`src/rtl/tqpa_pkg.sv`:
```
// Shared types, constants and helper functions for the transfer queue policy arbiter.
// Used by tqpa_ctrl, tqpa_datapath and the top level transfer_queue_policy_arbiter.
// No dependencies.
package tqpa_pkg;

	// Queue geometry and derived widths.
	localparam int QUEUE_DEPTH = 16;
	localparam int IDX_W       = (QUEUE_DEPTH > 1) ? $clog2(QUEUE_DEPTH) : 1;
	localparam int CNT_W       = $clog2(QUEUE_DEPTH + 1);
	localparam int TREE_N      = 1 << IDX_W;

	// Fixed field widths.
	localparam int INST_W   = 16;
	localparam int PRI_W    = 8;
	localparam int TIME_W   = 32;
	localparam int GIDX_W   = 4;
	localparam int QLEN_W   = 5;
	localparam int STAT_W   = 2;
	localparam int GCNT_W   = 32;
	localparam int LSUM_W   = 40;
	localparam int WSUM_W   = 48;
	localparam int LFSR_W   = 16;
	localparam int POL_W    = 2;
	localparam int CFG_W    = 16;
	localparam int CFG_IDX_W = 1;

	// Remainder unit: bits of the LFSR word consumed per cycle.
	localparam int DIV_BITS   = 4;
	localparam int DIV_STEPS  = LFSR_W / DIV_BITS;
	localparam int DIV_CNT_W  = (DIV_STEPS > 1) ? $clog2(DIV_STEPS) : 1;

	localparam logic [LFSR_W-1:0] LFSR_TAPS = 16'hB400;

	// Command codes.
	localparam logic CMD_INSERT = 1'b0;
	localparam logic CMD_ARB    = 1'b1;

	// Arbitration policies.
	localparam logic [POL_W-1:0] POL_OLDEST   = 2'd0;
	localparam logic [POL_W-1:0] POL_NEWEST   = 2'd1;
	localparam logic [POL_W-1:0] POL_PRIORITY = 2'd2;
	localparam logic [POL_W-1:0] POL_RANDOM   = 2'd3;

	// Result status codes.
	localparam logic [STAT_W-1:0] ST_OK    = 2'd0;
	localparam logic [STAT_W-1:0] ST_FULL  = 2'd1;
	localparam logic [STAT_W-1:0] ST_EMPTY = 2'd2;

	// Configuration register indexes.
	localparam logic [CFG_IDX_W-1:0] CFG_POLICY = 1'b0;
	localparam logic [CFG_IDX_W-1:0] CFG_SEED   = 1'b1;

	// Request transaction.
	typedef struct packed {
		logic              cmd;
		logic [INST_W-1:0] inst_id;
		logic [PRI_W-1:0]  priority_req;
		logic [TIME_W-1:0] issue_time;
		logic [TIME_W-1:0] cur_time;
	} req_t;

	// Response transaction.
	typedef struct packed {
		logic              grant_valid;
		logic [INST_W-1:0] granted_inst;
		logic [GIDX_W-1:0] granted_index;
		logic [TIME_W-1:0] wait_ticks;
		logic [QLEN_W-1:0] queue_length;
		logic [STAT_W-1:0] status;
		logic [GCNT_W-1:0] arbitration_count;
		logic [LSUM_W-1:0] length_sum;
		logic [WSUM_W-1:0] wait_sum;
	} rsp_t;

	// One queue entry.
	typedef struct packed {
		logic [INST_W-1:0] inst;
		logic [PRI_W-1:0]  pri;
		logic [TIME_W-1:0] issue;
	} entry_t;

	// Commands from the controller to the datapath.
	typedef struct packed {
		logic accept;
		logic pick;
		logic div_step;
		logic exec;
		logic done;
	} ctl_cmd_t;

	// Status from the datapath to the controller.
	typedef struct packed {
		logic             empty;
		logic [POL_W-1:0] policy;
		logic             div_last;
		logic             rsp_full;
	} dp_stat_t;

	// One step of the Galois LFSR.
	function automatic logic [LFSR_W-1:0] lfsr_next(input logic [LFSR_W-1:0] v);
		logic [LFSR_W-1:0] s;
		s = v >> 1;
		if (v[0]) begin
			s = s ^ LFSR_TAPS;
		end
		return s;
	endfunction

	// A zero seed would lock the LFSR, so it is replaced by one.
	function automatic logic [LFSR_W-1:0] seed_fix(input logic [LFSR_W-1:0] s);
		return (s == '0) ? LFSR_W'(1) : s;
	endfunction

endpackage

```
`src/rtl/tqpa_ctrl.sv`:
```
// Controller state machine of the transfer queue policy arbiter.
// Sequences accept, priority pick, remainder steps, execute and result load.
// Depends on tqpa_pkg.
module tqpa_ctrl import tqpa_pkg::*; (
	input  logic     clk,
	input  logic     arst_n,
	input  logic     req_valid,
	output logic     req_ready,
	input  logic     req_cmd,
	input  logic     rsp_ready,
	input  dp_stat_t stat,
	output ctl_cmd_t ctl
);

	typedef enum logic [2:0] {
		S_IDLE,
		S_PICK,
		S_DIV,
		S_EXEC,
		S_DONE
	} state_t;

	state_t state_q;
	state_t after_accept;
	logic   slot_free;

	// The result register can take a new transaction when empty or being drained.
	assign slot_free = !stat.rsp_full || rsp_ready;

	// Commands decoded from the state.
	always_comb begin
		ctl          = '0;
		ctl.done     = (state_q == S_DONE) && slot_free;
		req_ready    = (state_q == S_IDLE) || ctl.done;
		ctl.accept   = req_valid && req_ready;
		ctl.pick     = (state_q == S_PICK);
		ctl.div_step = (state_q == S_DIV);
		ctl.exec     = (state_q == S_EXEC);
	end

	// Where an accepted transaction goes first.
	always_comb begin
		after_accept = S_EXEC;
		if (req_cmd == CMD_ARB && !stat.empty) begin
			unique case (stat.policy)
				POL_PRIORITY: after_accept = S_PICK;
				POL_RANDOM:   after_accept = S_DIV;
				default:      after_accept = S_EXEC;
			endcase
		end
	end

	// State register.
	always_ff @(posedge clk or negedge arst_n) begin
		if (!arst_n) begin
			state_q <= S_IDLE;
		end else begin
			unique case (state_q)
				S_IDLE: begin
					if (ctl.accept) begin
						state_q <= after_accept;
					end
				end
				S_PICK: begin
					state_q <= S_EXEC;
				end
				S_DIV: begin
					if (stat.div_last) begin
						state_q <= S_EXEC;
					end
				end
				S_EXEC: begin
					state_q <= S_DONE;
				end
				S_DONE: begin
					if (ctl.accept) begin
						state_q <= after_accept;
					end else if (ctl.done) begin
						state_q <= S_IDLE;
					end
				end
				default: begin
					state_q <= S_IDLE;
				end
			endcase
		end
	end

endmodule

```
`src/rtl/tqpa_datapath.sv`:
```
// Datapath of the transfer queue policy arbiter: queue registers, priority tree,
// LFSR remainder unit, grant and compaction, running totals and result register.
// Depends on tqpa_pkg.
module tqpa_datapath import tqpa_pkg::*; (
	input  logic                 clk,
	input  logic                 arst_n,
	input  ctl_cmd_t             ctl,
	output dp_stat_t             stat,
	input  req_t                 req,
	input  logic                 cfg_we,
	input  logic [CFG_IDX_W-1:0] cfg_index,
	input  logic [CFG_W-1:0]     cfg_data,
	output rsp_t                 rsp,
	output logic                 rsp_valid,
	input  logic                 rsp_ready
);

	// Architectural state.
	entry_t            ent_q [QUEUE_DEPTH];
	logic [CNT_W-1:0]  count_q;
	logic [POL_W-1:0]  policy_q;
	logic [LFSR_W-1:0] lfsr_q;
	logic [GCNT_W-1:0] grants_q;
	logic [LSUM_W-1:0] lengths_q;
	logic [WSUM_W-1:0] waits_q;

	// Working registers for the transaction in flight.
	req_t                 req_q;
	logic [IDX_W-1:0]     idx_q;
	logic [CNT_W-1:0]     rem_q;
	logic [LFSR_W-1:0]    quo_q;
	logic [DIV_CNT_W-1:0] div_cnt_q;
	logic                 g_valid_q;
	logic [INST_W-1:0]    g_inst_q;
	logic [IDX_W-1:0]     g_idx_q;
	logic [TIME_W-1:0]    g_wait_q;
	logic [CNT_W-1:0]     g_len_q;
	logic [STAT_W-1:0]    g_status_q;
	rsp_t                 rsp_q;
	logic                 rsp_valid_q;

	logic              full;
	logic              empty;
	logic              rand_start;
	logic [CNT_W-1:0]  count_m1;
	logic [LFSR_W-1:0] lfsr_adv;
	entry_t            sel_ent;
	entry_t            new_ent;
	logic [TIME_W-1:0] wait_c;
	logic [IDX_W-1:0]  pick_idx;
	logic [CNT_W-1:0]  rem_c;
	logic [GCNT_W-1:0] grants_n;
	logic [LSUM_W-1:0] lengths_n;
	logic [WSUM_W-1:0] waits_n;

	assign full       = (count_q == CNT_W'(QUEUE_DEPTH));
	assign empty      = (count_q == '0);
	assign count_m1   = count_q - CNT_W'(1);
	assign lfsr_adv   = lfsr_next(lfsr_q);
	assign rand_start = ctl.accept && req.cmd == CMD_ARB && !empty && policy_q == POL_RANDOM;

	assign stat.empty    = empty;
	assign stat.policy   = policy_q;
	assign stat.div_last = (div_cnt_q == DIV_CNT_W'(DIV_STEPS - 1));
	assign stat.rsp_full = rsp_valid_q;

	assign rsp       = rsp_q;
	assign rsp_valid = rsp_valid_q;

	// Selected entry and its clamped wait.
	assign sel_ent = ent_q[idx_q];
	assign wait_c  = (req_q.cur_time > sel_ent.issue) ? (req_q.cur_time - sel_ent.issue) : '0;

	assign new_ent.inst  = req_q.inst_id;
	assign new_ent.pri   = req_q.priority_req;
	assign new_ent.issue = req_q.issue_time;

	// Priority tree: a valid entry always beats an empty slot, ties go to the lower index.
	always_comb begin
		logic [PRI_W:0]   node_key [2*TREE_N];
		logic [IDX_W-1:0] node_idx [2*TREE_N];
		for (int n = 0; n < 2*TREE_N; n++) begin
			node_key[n] = '0;
			node_idx[n] = '0;
		end
		for (int i = 0; i < TREE_N; i++) begin
			node_idx[TREE_N + i] = IDX_W'(i);
		end
		for (int i = 0; i < QUEUE_DEPTH; i++) begin
			if (CNT_W'(i) < count_q) begin
				node_key[TREE_N + i] = {1'b1, ent_q[i].pri};
			end
		end
		for (int n = TREE_N - 1; n >= 1; n--) begin
			if (node_key[2*n] >= node_key[2*n + 1]) begin
				node_key[n] = node_key[2*n];
				node_idx[n] = node_idx[2*n];
			end else begin
				node_key[n] = node_key[2*n + 1];
				node_idx[n] = node_idx[2*n + 1];
			end
		end
		pick_idx = node_idx[1];
	end

	// Restoring remainder of the LFSR word by the queue length, a few bits per cycle.
	always_comb begin
		logic [CNT_W:0] trial;
		rem_c = rem_q;
		for (int b = 0; b < DIV_BITS; b++) begin
			trial = {rem_c, quo_q[LFSR_W - 1 - b]};
			if (trial >= {1'b0, count_q}) begin
				trial = trial - {1'b0, count_q};
			end
			rem_c = trial[CNT_W-1:0];
		end
	end

	// Updated totals for the result being loaded.
	assign grants_n  = grants_q + GCNT_W'(g_valid_q);
	assign lengths_n = lengths_q + LSUM_W'(g_len_q);
	assign waits_n   = waits_q + WSUM_W'(g_wait_q);

	// Configuration, LFSR, queue count, totals and control counters.
	always_ff @(posedge clk or negedge arst_n) begin
		if (!arst_n) begin
			policy_q    <= POL_OLDEST;
			lfsr_q      <= LFSR_W'(1);
			count_q     <= '0;
			grants_q    <= '0;
			lengths_q   <= '0;
			waits_q     <= '0;
			div_cnt_q   <= '0;
			rsp_valid_q <= 1'b0;
		end else begin
			if (rand_start) begin
				lfsr_q    <= lfsr_adv;
				div_cnt_q <= '0;
			end else if (ctl.div_step) begin
				div_cnt_q <= div_cnt_q + DIV_CNT_W'(1);
			end
			if (ctl.exec) begin
				if (req_q.cmd == CMD_INSERT) begin
					if (!full) begin
						count_q <= count_q + CNT_W'(1);
					end
				end else if (!empty) begin
					count_q <= count_m1;
				end
			end
			if (ctl.done) begin
				grants_q    <= grants_n;
				lengths_q   <= lengths_n;
				waits_q     <= waits_n;
				rsp_valid_q <= 1'b1;
			end else if (rsp_ready) begin
				rsp_valid_q <= 1'b0;
			end
			if (cfg_we) begin
				unique case (cfg_index)
					CFG_POLICY: policy_q <= cfg_data[POL_W-1:0];
					CFG_SEED:   lfsr_q   <= seed_fix(cfg_data[LFSR_W-1:0]);
					default:    ;
				endcase
			end
		end
	end

	// Working registers and the result register.
	always_ff @(posedge clk) begin
		if (ctl.accept) begin
			req_q <= req;
			idx_q <= (policy_q == POL_NEWEST) ? count_m1[IDX_W-1:0] : '0;
		end else if (ctl.pick) begin
			idx_q <= pick_idx;
		end else if (ctl.div_step && stat.div_last) begin
			idx_q <= rem_c[IDX_W-1:0];
		end
		if (rand_start) begin
			quo_q <= lfsr_adv;
			rem_q <= '0;
		end else if (ctl.div_step) begin
			quo_q <= quo_q << DIV_BITS;
			rem_q <= rem_c;
		end
		if (ctl.exec) begin
			g_valid_q  <= 1'b0;
			g_inst_q   <= '0;
			g_idx_q    <= '0;
			g_wait_q   <= '0;
			g_len_q    <= '0;
			g_status_q <= ST_OK;
			if (req_q.cmd == CMD_INSERT) begin
				if (full) begin
					g_status_q <= ST_FULL;
				end
			end else if (empty) begin
				g_status_q <= ST_EMPTY;
			end else begin
				g_valid_q <= 1'b1;
				g_inst_q  <= sel_ent.inst;
				g_idx_q   <= idx_q;
				g_wait_q  <= wait_c;
				g_len_q   <= count_q;
			end
		end
		if (ctl.done) begin
			rsp_q.grant_valid       <= g_valid_q;
			rsp_q.granted_inst      <= g_inst_q;
			rsp_q.granted_index     <= GIDX_W'(g_idx_q);
			rsp_q.wait_ticks        <= g_wait_q;
			rsp_q.queue_length      <= QLEN_W'(count_q);
			rsp_q.status            <= g_status_q;
			rsp_q.arbitration_count <= grants_n;
			rsp_q.length_sum        <= lengths_n;
			rsp_q.wait_sum          <= waits_n;
		end
	end

	// Queue storage: append at the tail, or close the gap behind the granted entry.
	always_ff @(posedge clk) begin
		if (ctl.exec) begin
			if (req_q.cmd == CMD_INSERT) begin
				if (!full) begin
					for (int i = 0; i < QUEUE_DEPTH; i++) begin
						if (count_q == CNT_W'(i)) begin
							ent_q[i] <= new_ent;
						end
					end
				end
			end else if (!empty) begin
				for (int i = 0; i < QUEUE_DEPTH - 1; i++) begin
					if (IDX_W'(i) >= idx_q) begin
						ent_q[i] <= ent_q[i + 1];
					end
				end
			end
		end
	end

endmodule

```
`src/rtl/transfer_queue_policy_arbiter.sv`:
```
// Top level of the transfer queue policy arbiter.
// Instantiates tqpa_ctrl and tqpa_datapath; depends on tqpa_pkg.
//
// Usage: request transactions arrive on req with req_valid/req_ready; each one
// is an insert (append to the queue) or an arbitrate (pick one entry by the
// configured policy, remove it and report its wait). Every request produces
// exactly one response transaction on rsp with rsp_valid/rsp_ready, in order.
// Registers are written through cfg_we/cfg_index/cfg_data: index 0 selects the
// policy, index 1 loads the LFSR seed. The user must write registers only while
// the block is idle; the block itself has no check for it. After acceptance,
// inserts, oldest- and newest-first grants and empty-queue arbitrates pass
// through the execute and result-load states; a priority grant first passes the
// pick state (the priority compare tree), a random grant the remainder steps
// (four bits of the LFSR word per cycle). One request is in flight at a time;
// a new one is accepted in the cycle its predecessor's response is loaded.
// A response waits in an output register; while it waits the next request is
// still accepted and processed, and only its own response load stalls.
// Reset empties the queue, clears the totals, selects oldest first and seeds
// the LFSR with 1.
module transfer_queue_policy_arbiter import tqpa_pkg::*; (
	input  logic                 clk,
	input  logic                 arst_n,
	input  logic                 req_valid,
	output logic                 req_ready,
	input  req_t                 req,
	output logic                 rsp_valid,
	input  logic                 rsp_ready,
	output rsp_t                 rsp,
	input  logic                 cfg_we,
	input  logic [CFG_IDX_W-1:0] cfg_index,
	input  logic [CFG_W-1:0]     cfg_data
);

	ctl_cmd_t ctl;
	dp_stat_t stat;

	tqpa_ctrl u_ctrl (
		.clk       (clk),
		.arst_n    (arst_n),
		.req_valid (req_valid),
		.req_ready (req_ready),
		.req_cmd   (req.cmd),
		.rsp_ready (rsp_ready),
		.stat      (stat),
		.ctl       (ctl)
	);

	tqpa_datapath u_datapath (
		.clk       (clk),
		.arst_n    (arst_n),
		.ctl       (ctl),
		.stat      (stat),
		.req       (req),
		.cfg_we    (cfg_we),
		.cfg_index (cfg_index),
		.cfg_data  (cfg_data),
		.rsp       (rsp),
		.rsp_valid (rsp_valid),
		.rsp_ready (rsp_ready)
	);

	// Loading a result always leaves a valid response behind.
	a_done_fills: assert property (@(posedge clk) disable iff (!arst_n)
		ctl.done |=> rsp_valid)
		else $error("result load did not produce a valid response");

	// A grant never carries an error status.
	a_grant_ok: assert property (@(posedge clk) disable iff (!arst_n)
		rsp_valid && rsp.grant_valid |-> rsp.status == ST_OK)
		else $error("granted response with error status");

	// The reported queue length never exceeds the queue depth.
	a_len_bound: assert property (@(posedge clk) disable iff (!arst_n)
		rsp_valid |-> rsp.queue_length <= QLEN_W'(QUEUE_DEPTH))
		else $error("queue length beyond depth");

	// Pick, remainder step, execute and result load are mutually exclusive.
	a_one_phase: assert property (@(posedge clk) disable iff (!arst_n)
		$onehot0({ctl.pick, ctl.div_step, ctl.exec, ctl.done}))
		else $error("more than one datapath phase active");

endmodule

```
`config.mk`:
```
export PLATFORM = sky130hd
export DESIGN_NAME = transfer_queue_policy_arbiter
export DESIGN_NICKNAME = d
export VERILOG_FILES = /design/src/rtl/tqpa_pkg.sv /design/src/rtl/tqpa_ctrl.sv /design/src/rtl/tqpa_datapath.sv /design/src/rtl/transfer_queue_policy_arbiter.sv
export SDC_FILE = /design/constraint.sdc
export NUM_CORES = 2
export LEC_CHECK = 0
export BUFFER_PORTS_ARGS = -buffer_cell sky130_fd_sc_hd__buf_2
export CAP_MARGIN = 20
export CORE_MARGIN = 4
export CORE_UTILIZATION = 45
export DETAILED_ROUTE_END_ITERATION = 10
export HOLD_SLACK_MARGIN = 0.1
export PLACE_DENSITY_LB_ADDON = 0.05
export SLEW_MARGIN = 20
export SYNTH_ARGS = -nofsm -noshare
export SYNTH_HDL_FRONTEND = slang
export SYNTH_HIERARCHICAL = 1
export SYNTH_SLANG_ARGS = --single-unit
```
`constraint.sdc`:
```
create_clock -name clk -period 24.5 [get_ports clk]
set_clock_uncertainty 0.15 [all_clocks]
set_input_delay 6.125 -clock clk [delete_from_list [all_inputs] [get_ports clk]]
set_output_delay 6.125 -clock clk [all_outputs]
set_load 0.1 [all_outputs]
```
==> key figures <==
GRT
  • Gr usage total: 24.8%
  • First-pass GRT wire length: 307,000 um
  • Antenna violations before repair: 10
  • Vias in the first global route: 47.7k
  • Total congestion overflow: 0
  • Largest net degree at the start of global routing: 201

Layout
  • Fraction of layout cells with a size suffix above 1: 14.3%
  • # nets final: 6,792
  • Area of the multi-input gates: 27,900 um^2
  • Layout fillers: 14.0k
  • Area growth, synth to finish: 12.1%
  • Sequential cell area: 41,300 um^2

Timing
  • Max Slew Vio Count: 0
  • Worst Max-Slew Pin Slew: 1.17 ns
  • Endpoints failing setup: 0
  • Unrepaired setup endpoints after global routing: no
  • Sum of negative setup slack: 0 ns
  • Max frequency: 75.4 MHz
  • Final hold vios: 0
  • Tmin final: 13.27 ns
  • Final Cycle Share: 54.2%
  • Rel. slew slack: 22.3%

Yosys
  • Area contributors post-synth: edfxtp_1 53%, nand2_1 11%, mux4_2 7.6%
  • Number of synthesized flops with an enable pin: 1,245
  • Ys Warns: 6
  • Register area share after synthesis: 58.2%
  • Post-Synthesis Cells: 6,276
  • Post-Syn Nets: 6,625
  • Synth cell types: 84
  • Synthesized area per cell: 11.3 um^2
  • Synth top area share: 52.7%
  • Top_reg_cell synth: edfxtp_1
  • Register bit total from synthesis: 1,403
  • Synth async-reset ratio: 10.6%
  • Post-Syn Area: 71,000 um^2
  • Leading area contributor after synthesis: edfxtp_1

Critical path
  • CP Launch Point: rsp_ready
  • WS Path Type: in -> out
  • R2R cell count: 36
  • WP data required: 18.23 ns
  • CP endpoint kind: output pin
  • Reg2reg setup slack: 14.42 ns
  • CP arrival: 6.99 ns
  • Crit-path max FO: 3
  • Startpoint types: primary input
  • FF-to-FF Start: u_datapath/count_q[2]$_DFFE_PN0P_

Die
  • # rows: 145
  • Die Ht: 405 um
  • I/O pin total: 293
  • Die width: 405 um
  • Core Area: 157,000 um^2
  • Die area: 164,000 um^2
  • Starting Density: 45.3%

Drt
  • Final ANT Viol Nets: 0
  • DRC: 0
  • DR WL/cell: 23.9 um
  • Pre-Repair DR Iteration Count: 7
  • Iter 0 DRT Violations: 4,531
  • Via count: 48.9k
  • Routed WL: 206,000 um
  • Vias per cell: 5.67

Placement
  • I/O Buffers: 292
  • Gpl congestion: 0.885
  • Post-DP HPWL: 128,000 um

CTS
  • Maximum clock path buffer count: 3
  • CTS resizes: 0
  • Post-CTS Hold Buffers: 0
  • Worst-path clk slew: 0.05 ns
  • H-tree depth: 4
  • Worst skew pair latency: 0.80 ns
  • CTS tree: yes
  • Sink Count: 1,403
  • Setup Fix Bufs, Post-CTS: 0
  • Clk Tree Root Cell: clkbuf_16
  • TritonCTS Buffers: 159

Min path
  • Hold Crit Class: reg -> reg
  • Min-delay src: u_datapath/g_inst_q[3]$_SDFFCE_PP0P_
  • Hold Path End: u_datapath/rsp[166]$_DFFE_PP_
  • Hold path cells: 0

Flow run
  • MaxCap Viol Count: 0

Run status
  • Status: finished clean
[through the flow]
| step | worst slack (ns) | util, % | instances | area, um^2 | hold WS (ns) |
|---|---|---|---|---|---|
| floorplan | 11.19 | - | 6276 | 71000 | 0.250 |
| global placement | 11.26 | 47.6 | 8338 | 74500 | 0.252 |
| detailed placement | 11.25 | 47.6 | 8339 | 74600 | 0.255 |
| CTS | 11.24 | 50.8 | 8632 | 79500 | 0.268 |
| global route | 11.23 | 50.8 | 8636 | 79500 | 0.273 |
| finish | 11.23 | 50.8 | 8636 | 79500 | 0.266 |
[layer usage]
metal  track usage (%)  part of all wire [%]  wire length, um
met3              3.89                   6.8            14100
met4              6.58                   2.4             4940
met2              40.0                    47            96800
met5                 0                     0                0
met1              35.2                    44            90200
[cell usage after synthesis (24+ instances only)]
| library cell | instances |
|---|---|
| mux2_2 | 50 |
| and3_1 | 55 |
| buf_2 | 49 |
| nor2_1 | 161 |
| xnor2_1 | 164 |
| mux2i_1 | 54 |
| edfxtp_1 | 1245 |
| o21a_1 | 31 |
| clkbuf_1 | 291 |
| a21oi_1 | 447 |
| and2_1 | 124 |
| nor3_1 | 41 |
| ha_1 | 231 |
| a21o_1 | 61 |
| xor2_1 | 63 |
| nand2b_1 | 25 |
| nand2_1 | 2083 |
| nor2b_1 | 24 |
| o21ai_1 | 35 |
| dfrtp_1 | 148 |
| inv_1 | 154 |
| nand4_1 | 36 |
| nand3_1 | 71 |
| buf_1 | 24 |
| o21ai_0 | 137 |
| mux4_2 | 240 |
[critical path: stages]
cell,delay (ns)
buf_2,0.10
nand3b_1,0.16
and2_1,0.17
buf_2,0.43
[cells by family (layout without fill, tap and decap cells)]
| kind of cell | Yosys count | after routing | synth area share [%] |
|---|---|---|---|
| AO/OA/AOI/OAI | 845 | 845 | 6.87 |
| AND/OR/NAND/NOR | 2680 | 2680 | 15.6 |
| buffers and inverters | 532 | 831 | 2.95 |
| adder cells (fa/ha/maj) | 239 | 239 | 4.28 |
| flip-flops | 1403 | 1403 | 58.2 |
| XOR/XNOR | 227 | 227 | 2.80 |
| other | 0 | 3 | 0 |
| multiplexers | 350 | 350 | 9.28 |
[worst max path at each step]
stage | slack, ns | end
final | 11.23 | req_ready
after global routing | 11.23 | req_ready
after CTS | 11.24 | req_ready
after detailed placement | 11.25 | req_ready
after global placement | 11.26 | req_ready
after floorplan | 11.19 | u_datapath/waits_q[40]$_DFFE_PN0P_
[flip-flops by register name, indices dropped and copies added, names as in the netlist, 3 cells and up, named ones only]
name	count
u_datapath/quo_q	16
u_datapath/ent_q	896
u_datapath/new_ent	56
u_datapath/count_q	5
u_datapath/g_idx_q	4
u_datapath/g_inst_q	16
u_datapath/grants_q	32
u_datapath/lengths_q	40
u_datapath/waits_q	48
u_datapath/g_len_q	5
u_datapath/idx_q	4
u_ctrl/state_q	3
u_datapath/rem_q	5
u_datapath/req_q	33
u_datapath/rsp	180
u_datapath/g_wait_q	32
u_datapath/lfsr_q	16
[placed cells by master, fill, tap and decap left out, types with 11 or more instances in the layout]
cell type	synthesis	final
o21ai_1	35	32
buf_4	3	79
ha_1	231	231
clkinv_1	1	42
xnor2_1	164	164
clkinv_2	0	21
and2_1	124	123
a211oi_1	16	16
inv_1	154	154
dfrtp_1	148	148
xor2_1	63	63
and3_1	55	54
nor2b_1	24	24
mux4_2	240	240
a21oi_1	447	446
clkbuf_1	291	46
clkbuf_16	0	162
a21o_1	61	60
nor3b_1	11	11
nor2_1	161	155
nor3_1	41	41
nand3_1	71	67
nand2_1	2083	2083
o21a_1	31	31
a31oi_1	21	21
nand2b_1	25	25
nand4_1	36	36
mux2i_1	54	54
edfxtp_1	1245	1245
o21ai_0	137	130
nor4_1	13	13
mux2_2	50	50
buf_2	49	291
[layout make-up]
cell class	count	share of cell area, %
clock buffers	212	5.38
inverters	162	0.765
flip-flops and latches	1403	51.9
well taps	2058	3.24
clock inverters	81	0.799
multi-input cells	4341	35.1
repair buffers	376	2.74
diodes	3	0.00944
Power is left out: the tool's default activity adds up to more than one toggle a clock period on the data nets, which glitch-free logic cannot reach.
